==> config.mk <==
export PLATFORM = sky130hd
export DESIGN_NAME = sorted_min_priority_queue
export DESIGN_NICKNAME = d
export VERILOG_FILES = /design/src/hw/rtl/smpq_pkg.sv /design/src/hw/rtl/smpq_cell.sv /design/src/hw/rtl/sorted_min_priority_queue.sv
export SDC_FILE = /design/constraint.sdc
export NUM_CORES = 2
export LEC_CHECK = 0
export ABC_AREA = 1
export BUFFER_PORTS_ARGS = -buffer_cell sky130_fd_sc_hd__buf_2
export CORE_UTILIZATION = 40
export DETAILED_ROUTE_END_ITERATION = 6
export PLACE_DENSITY = 0.67
export SKIP_LAST_GASP = 1
export SYNTH_ARGS = -nofsm -noshare
export SYNTH_HDL_FRONTEND = slang
export SYNTH_SLANG_ARGS = --single-unit
==> constraint.sdc <==
create_clock -name clk -period 4.8 [get_ports clk]
set_clock_uncertainty 0.1 [all_clocks]
set_input_delay 0.72 -clock clk [delete_from_list [all_inputs] [get_ports clk]]
set_output_delay 0.72 -clock clk [all_outputs]
set_load 0.01 [all_outputs]
==> src/hw/rtl/smpq_pkg.sv <==
// ----------------------------------------------------------------------------
// smpq_pkg
// Shared constants and types for the sorted minimum priority queue.
// ----------------------------------------------------------------------------
package smpq_pkg;

  // Number of storage cells in the chain
  localparam int DEPTH = 16;
  // Width of the occupancy counter, wide enough to hold DEPTH itself
  localparam int CNT_W = $clog2(DEPTH + 1);

  // Command codes
  localparam logic [1:0] CMD_PUSH  = 2'd0;
  localparam logic [1:0] CMD_POP   = 2'd1;
  localparam logic [1:0] CMD_CLEAR = 2'd2;

  // Status codes
  localparam logic [1:0] ST_OK    = 2'd0;
  localparam logic [1:0] ST_FULL  = 2'd1;
  localparam logic [1:0] ST_EMPTY = 2'd2;

  // Stream payload widths, padded to whole bytes
  localparam int IN_W  = 40;
  localparam int OUT_W = 48;

  typedef logic signed [31:0] value_t;

  // Per-cycle control broadcast to every cell
  typedef struct packed {
    logic push;  // insert new value, already gated against full
    logic pop;   // remove front, already gated against empty
  } cell_ctl_t;

endpackage

==> src/hw/rtl/smpq_cell.sv <==
// ----------------------------------------------------------------------------
// smpq_cell
// One entry of the sorted chain: compares the incoming value against its own
// entry and either keeps, loads, or takes a neighbor's entry.
// ----------------------------------------------------------------------------
module smpq_cell
  import smpq_pkg::*;
(
  input  logic      clk,
  input  cell_ctl_t ctl,
  input  value_t    new_val,
  input  logic      used,      // this cell holds a stored value
  input  value_t    left_val,
  input  logic      left_gt,   // left neighbor makes room for the new value
  input  value_t    right_val,
  output value_t    val,
  output value_t    val_next,
  output logic      gt         // this cell moves right on a push
);

  // An empty cell or a strictly larger entry yields to the new value, so
  // equal values keep arrival order
  assign gt = !used || (val > new_val);

  // Select the next entry
  always_comb begin
    val_next = val;
    if (ctl.push) begin
      if (left_gt) begin
        val_next = left_val;
      end else if (gt) begin
        val_next = new_val;
      end
    end else if (ctl.pop) begin
      val_next = right_val;
    end
  end

  // Hold the entry
  always_ff @(posedge clk) begin
    val <= val_next;
  end

endmodule

==> src/hw/rtl/sorted_min_priority_queue.sv <==
// ----------------------------------------------------------------------------
// sorted_min_priority_queue
// Bounded ascending queue of signed 32-bit values kept sorted in a chain of
// cells; every command returns the front value, flags, count and status.
// ----------------------------------------------------------------------------
//  channel | dir | fields (tdata, lowest bit first)
//  s_*     | in  | command[1:0], value[33:2], zero pad to 40 bits
//  m_*     | out | front_value[31:0], is_empty[32], is_full[33],
//          |     | count[38:34], status[40:39], zero pad to 48 bits
//
// One command per cycle while the result is taken: every cell compares and
// shifts in the same cycle, and the result is registered for the next edge.
// The result register frees the input side as soon as the result is taken
// or in the same cycle it is taken.
// Reset empties the queue and drops any pending result; no clearing pass.
// ----------------------------------------------------------------------------
module sorted_min_priority_queue
  import smpq_pkg::*;
(
  input  logic             clk,
  input  logic             rst,
  input  logic             s_tvalid,
  output logic             s_tready,
  input  logic [IN_W-1:0]  s_tdata,   // command[1:0], value[33:2]
  output logic             m_tvalid,
  input  logic             m_tready,
  output logic [OUT_W-1:0] m_tdata    // front_value, is_empty, is_full, count, status
);

  logic [1:0]       command;
  value_t           value;
  logic             accept;
  logic [CNT_W-1:0] count;
  logic [CNT_W-1:0] count_next;
  logic             full;
  logic             empty;
  logic [1:0]       status;
  cell_ctl_t        ctl;
  value_t           vals      [DEPTH];
  value_t           vals_next [DEPTH];
  logic             gts       [DEPTH];
  logic             empty_next;
  logic             full_next;
  value_t           front_next;

  assign command = s_tdata[1:0];
  assign value   = s_tdata[33:2];

  assign s_tready = !m_tvalid || m_tready;
  assign accept   = s_tvalid && s_tready;

  assign full  = (count == CNT_W'(DEPTH));
  assign empty = (count == '0);

  // Decode the command into cell control and status
  always_comb begin
    ctl        = '0;
    status     = ST_OK;
    count_next = count;
    if (accept) begin
      case (command)
        CMD_PUSH: begin
          if (full) begin
            status = ST_FULL;
          end else begin
            ctl.push   = 1'b1;
            count_next = count + CNT_W'(1);
          end
        end
        CMD_POP: begin
          if (empty) begin
            status = ST_EMPTY;
          end else begin
            ctl.pop    = 1'b1;
            count_next = count - CNT_W'(1);
          end
        end
        CMD_CLEAR: begin
          count_next = '0;
        end
        default: begin
          count_next = count;
        end
      endcase
    end
  end

  // Build the chain of cells
  for (genvar i = 0; i < DEPTH; i++) begin : g_cell
    smpq_cell u_cell (
      .clk       (clk),
      .ctl       (ctl),
      .new_val   (value),
      .used      (CNT_W'(i) < count),
      .left_val  ((i == 0) ? value_t'(0) : vals[(i == 0) ? 0 : i - 1]),
      .left_gt   ((i == 0) ? 1'b0 : gts[(i == 0) ? 0 : i - 1]),
      .right_val (vals[(i == DEPTH - 1) ? i : i + 1]),
      .val       (vals[i]),
      .val_next  (vals_next[i]),
      .gt        (gts[i])
    );
  end

  assign empty_next = (count_next == '0);
  assign full_next  = (count_next == CNT_W'(DEPTH));
  assign front_next = empty_next ? value_t'(0) : vals_next[0];

  // Advance the occupancy counter
  always_ff @(posedge clk) begin
    if (rst) begin
      count <= '0;
    end else begin
      count <= count_next;
    end
  end

  // Hold the result until taken
  always_ff @(posedge clk) begin
    if (rst) begin
      m_tvalid <= 1'b0;
    end else if (accept) begin
      m_tvalid <= 1'b1;
    end else if (m_tready) begin
      m_tvalid <= 1'b0;
    end
  end

  always_ff @(posedge clk) begin
    if (accept) begin
      m_tdata <= {7'd0, status, 5'(count_next), full_next, empty_next, front_next};
    end
  end

endmodule

==> metrics.md <==
| Metric | Value |
|---|---|
| Status | complete, but fails checks |
| Failing checks | DRC |
| Pwr Density | 308.6 nW/um^2 |
| Most common cell after layout, fill and taps aside | nand2_1 |
| Fin crit share | 89.33% |
| Crit start category | primary input |
| Met1 Wirelength | 56.60 mm |
| Via count | 39,220 |
| Max_cap viols | 0 |
| Final net count | 6,108 |
| CP Max Fanout | 32 |
| Die X-Extent | 328.6 um |
| Crit path kind | primary input to flop |
| Peak supply drop | 0.0002393 V |
| Post-DRT Antenna Nets | 0 |
| Final hold vios | 0 |
| GPL Wtd Cong | 0.8970 |
| Yosys top cell by area | edfxtp_1 |
| Core Area | 105,600 um^2 |
| Postcts setup bufs | 0 |
| Total track usage | 25.10% |
| Per-cell routed wire length | 19.51 um |
| Num CTS Buffers | 69 |
| Fin crit period | 4.288 ns |
| YS warnings | 0 |
| Antenna violations before repair | 3 |
| TritonCTS clock tree | yes |
| Post-Syn Instances | 5,531 |
| Clock Pin Slew Worst Setup and Hold Paths | 0.06 ns |
| HPWL after DPL | 95.94 mm |
| Filler cells | 10,390 |
| Leakage | 22.30 nW |
| # rows | 119 |
| Placed insts | 6,869 |
| Die area | 108,000 um^2 |
| DRC errors left | 10 |
| Critical Path End Type | flop |
| DR WL met3 | 10.77 mm |
| Worst-Margin Slew | 1.253 ns |
| Most frequent cells in the layout | nand2_1, nand3_1, edfxtp_1 |
| Clock Path Buffers | 3 |
| PostCTS Resize Cnt | 0 |
| Hold buffers post-CTS | 0 |
| IO Count | 94 |
| Share of layout cells above drive strength 1 | 8.336% |
| Wire length on met2 | 63.29 mm |
| Sink Count | 559 |
| Number of vias per cell | 5.608 |
| Achievable Freq | 233.2 MHz |
| Slew Limit Fails | 0 |
| First-pass GRT wire length | 215.3 mm |
| Clk_lat worst skew | 0.64 ns |
| Area share of the largest cell type after synthesis | 36.67% |
| Clk root buf | clkbuf_16 |
| GRT Residual Overflow | 0 |
| Synth-to-layout area growth | 11.05% |
| Top routing layer used | met5 |
| Critical Path AT | 4.45 ns |
| Final std cells w/o fill | 6,994 |
| Netlist cell types | 44 |
| Worst EP required | 4.97 ns |
| Area contributors post-synth | edfxtp_1, nand2_1, ha_1, nand3_1, inv_1 |
| Sequential fraction of the synthesis area | 38.46% |
| Synth Register Bits | 559 |
| Mean Syn Cell Area | 7.713 um^2 |
| Detailed Route Iter0 Violations | 3,737 |
| Slew Limit Headroom | 16.28% |
| Endpoints failing setup | 0 |
| Largest net degree at the start of global routing | 207 |
| Die Ht | 328.6 um |
| Pre-antenna DRT Iters | 7 |
| Mapped Area | 42,660 um^2 |
| RSZ-0062 raised after global routing | false |
| Vias in the first global route | 38,100 |
| HP Class | primary input to flop |
| H-tree depth | 3 |
| PortBufs | 80 |
| R2r setup slk | 0.93 ns |
| Final wirelength | 136.4 mm |
| Initial Utilization | 40.41% |
| Util after Layout | 44.88% |
-- final timing paths --
| check | start | end | depth (start not counted) |
|---|---|---|---|
| worst max-delay path | s_tdata[28] | g_cell[8].u_cell.val[2] | 15 |
| worst min-delay path | rst | m_tvalid | 2 |
| worst max register to register | count[0] | g_cell[11].u_cell.val[21] | 11 |
| worst min register to register | m_tvalid | m_tvalid | 2 |
-- registers in the layout, summed over array words and instances (netlist names) --
signal	count
m_tdata	41
count	5
m_tvalid	1
g_cell.u_cell.val	512
-- routing by layer --
layer	vias up	GRT usage (%)
met1	18370	33.02
li1	18780	-
met3	337	3.510
met4	6	10.83
met2	1727	41.06
met5	-	0
-- logic make-up after synthesis --
family / Yosys count / synth area share (%)
other: 1 / 0.008791
AOI/OAI and AO/OA: 643 / 8.039
adders and majority gates: 515 / 15.10
xor gates and xnor gates: 1 / 0.02053
and+or+nand+nor: 2952 / 30.14
DFF: 559 / 38.46
buffers and inverters: 860 / 8.230
-- cells in the mapped netlist, drive strengths merged --
library cell,count
nand3,958
o32ai,1
nor4,14
conb,1
o221ai,1
nand4,63
dfxtp,38
clkinv,32
nor3,10
xor2,1
o31ai,1
clkbuf,162
a41oi,1
o21ai,223
o211ai,8
nand3b,19
o311ai,1
a31oi,1
inv,527
and3,1
a21oi,386
a211oi,3
nor3b,2
buf,139
a21o,4
edfxtp,521
nand2,1751
o21a,13
ha,515
nor2,134
-- where the power goes --
| part | total, mW | internal [mW] | switching, mW | leakage [nW] |
|---|---|---|---|---|
| Sequential | 6.02 | 5.76 | 0.269 | 5.16 |
| Clock | 5.39 | 3.13 | 2.25 | 1.10 |
| Combinational | 3.21 | 1.03 | 2.18 | 16.0 |
| Total | 14.6 | 9.92 | 4.70 | 22.3 |
-- final cells by class --
type | count | area (um^2) | area share, %
Timing Repair Buffer | 242 | 1917 | 4.046
Clock inverter | 29 | 296.5 | 0.6259
Inverter | 559 | 2106 | 4.445
Tap cell | 1391 | 1740 | 3.674
Clock buffer | 95 | 1959 | 4.136
Sequential cell | 559 | 16410 | 34.63
Antenna cell | 1 | 2.502 | 0.005282
Multi-Input combinational cell | 4118 | 22950 | 48.44
-- worst max-delay path: stages --
cell and delay [ns]:
buf_2 0.08, clkinv_1 0.76, buf_4 0.47, ha_1 0.28
nand2_1 0.06, nor2_1 0.17, nand2_1 0.09, nor4_1 0.43
nand2_1 0.14, nand3_1 0.11, nand3_2 0.09, nand2_2 0.31
inv_1 0.14, a21oi_4 0.16, buf_4 0.40
-- metrics by stage --
step	setup WS (ns)	cell area [um^2]	hold slack, ns	total power, mW	setup TNS [ns]
final	0.5123	47370	0.2316	14.62	0
after global routing	0.2949	47370	0.2352	15.27	0
after CTS	0.5360	47370	0.2079	14.63	0
after detailed placement	-0.1108	45120	0.3985	9.278	-6.206
after global placement	-0.02625	45120	0.3903	9.179	-1.510
after floorplan	-0.1299	42720	0.3885	8.261	-8.311
No activity file was read; power rests on OpenSTA's default activity.
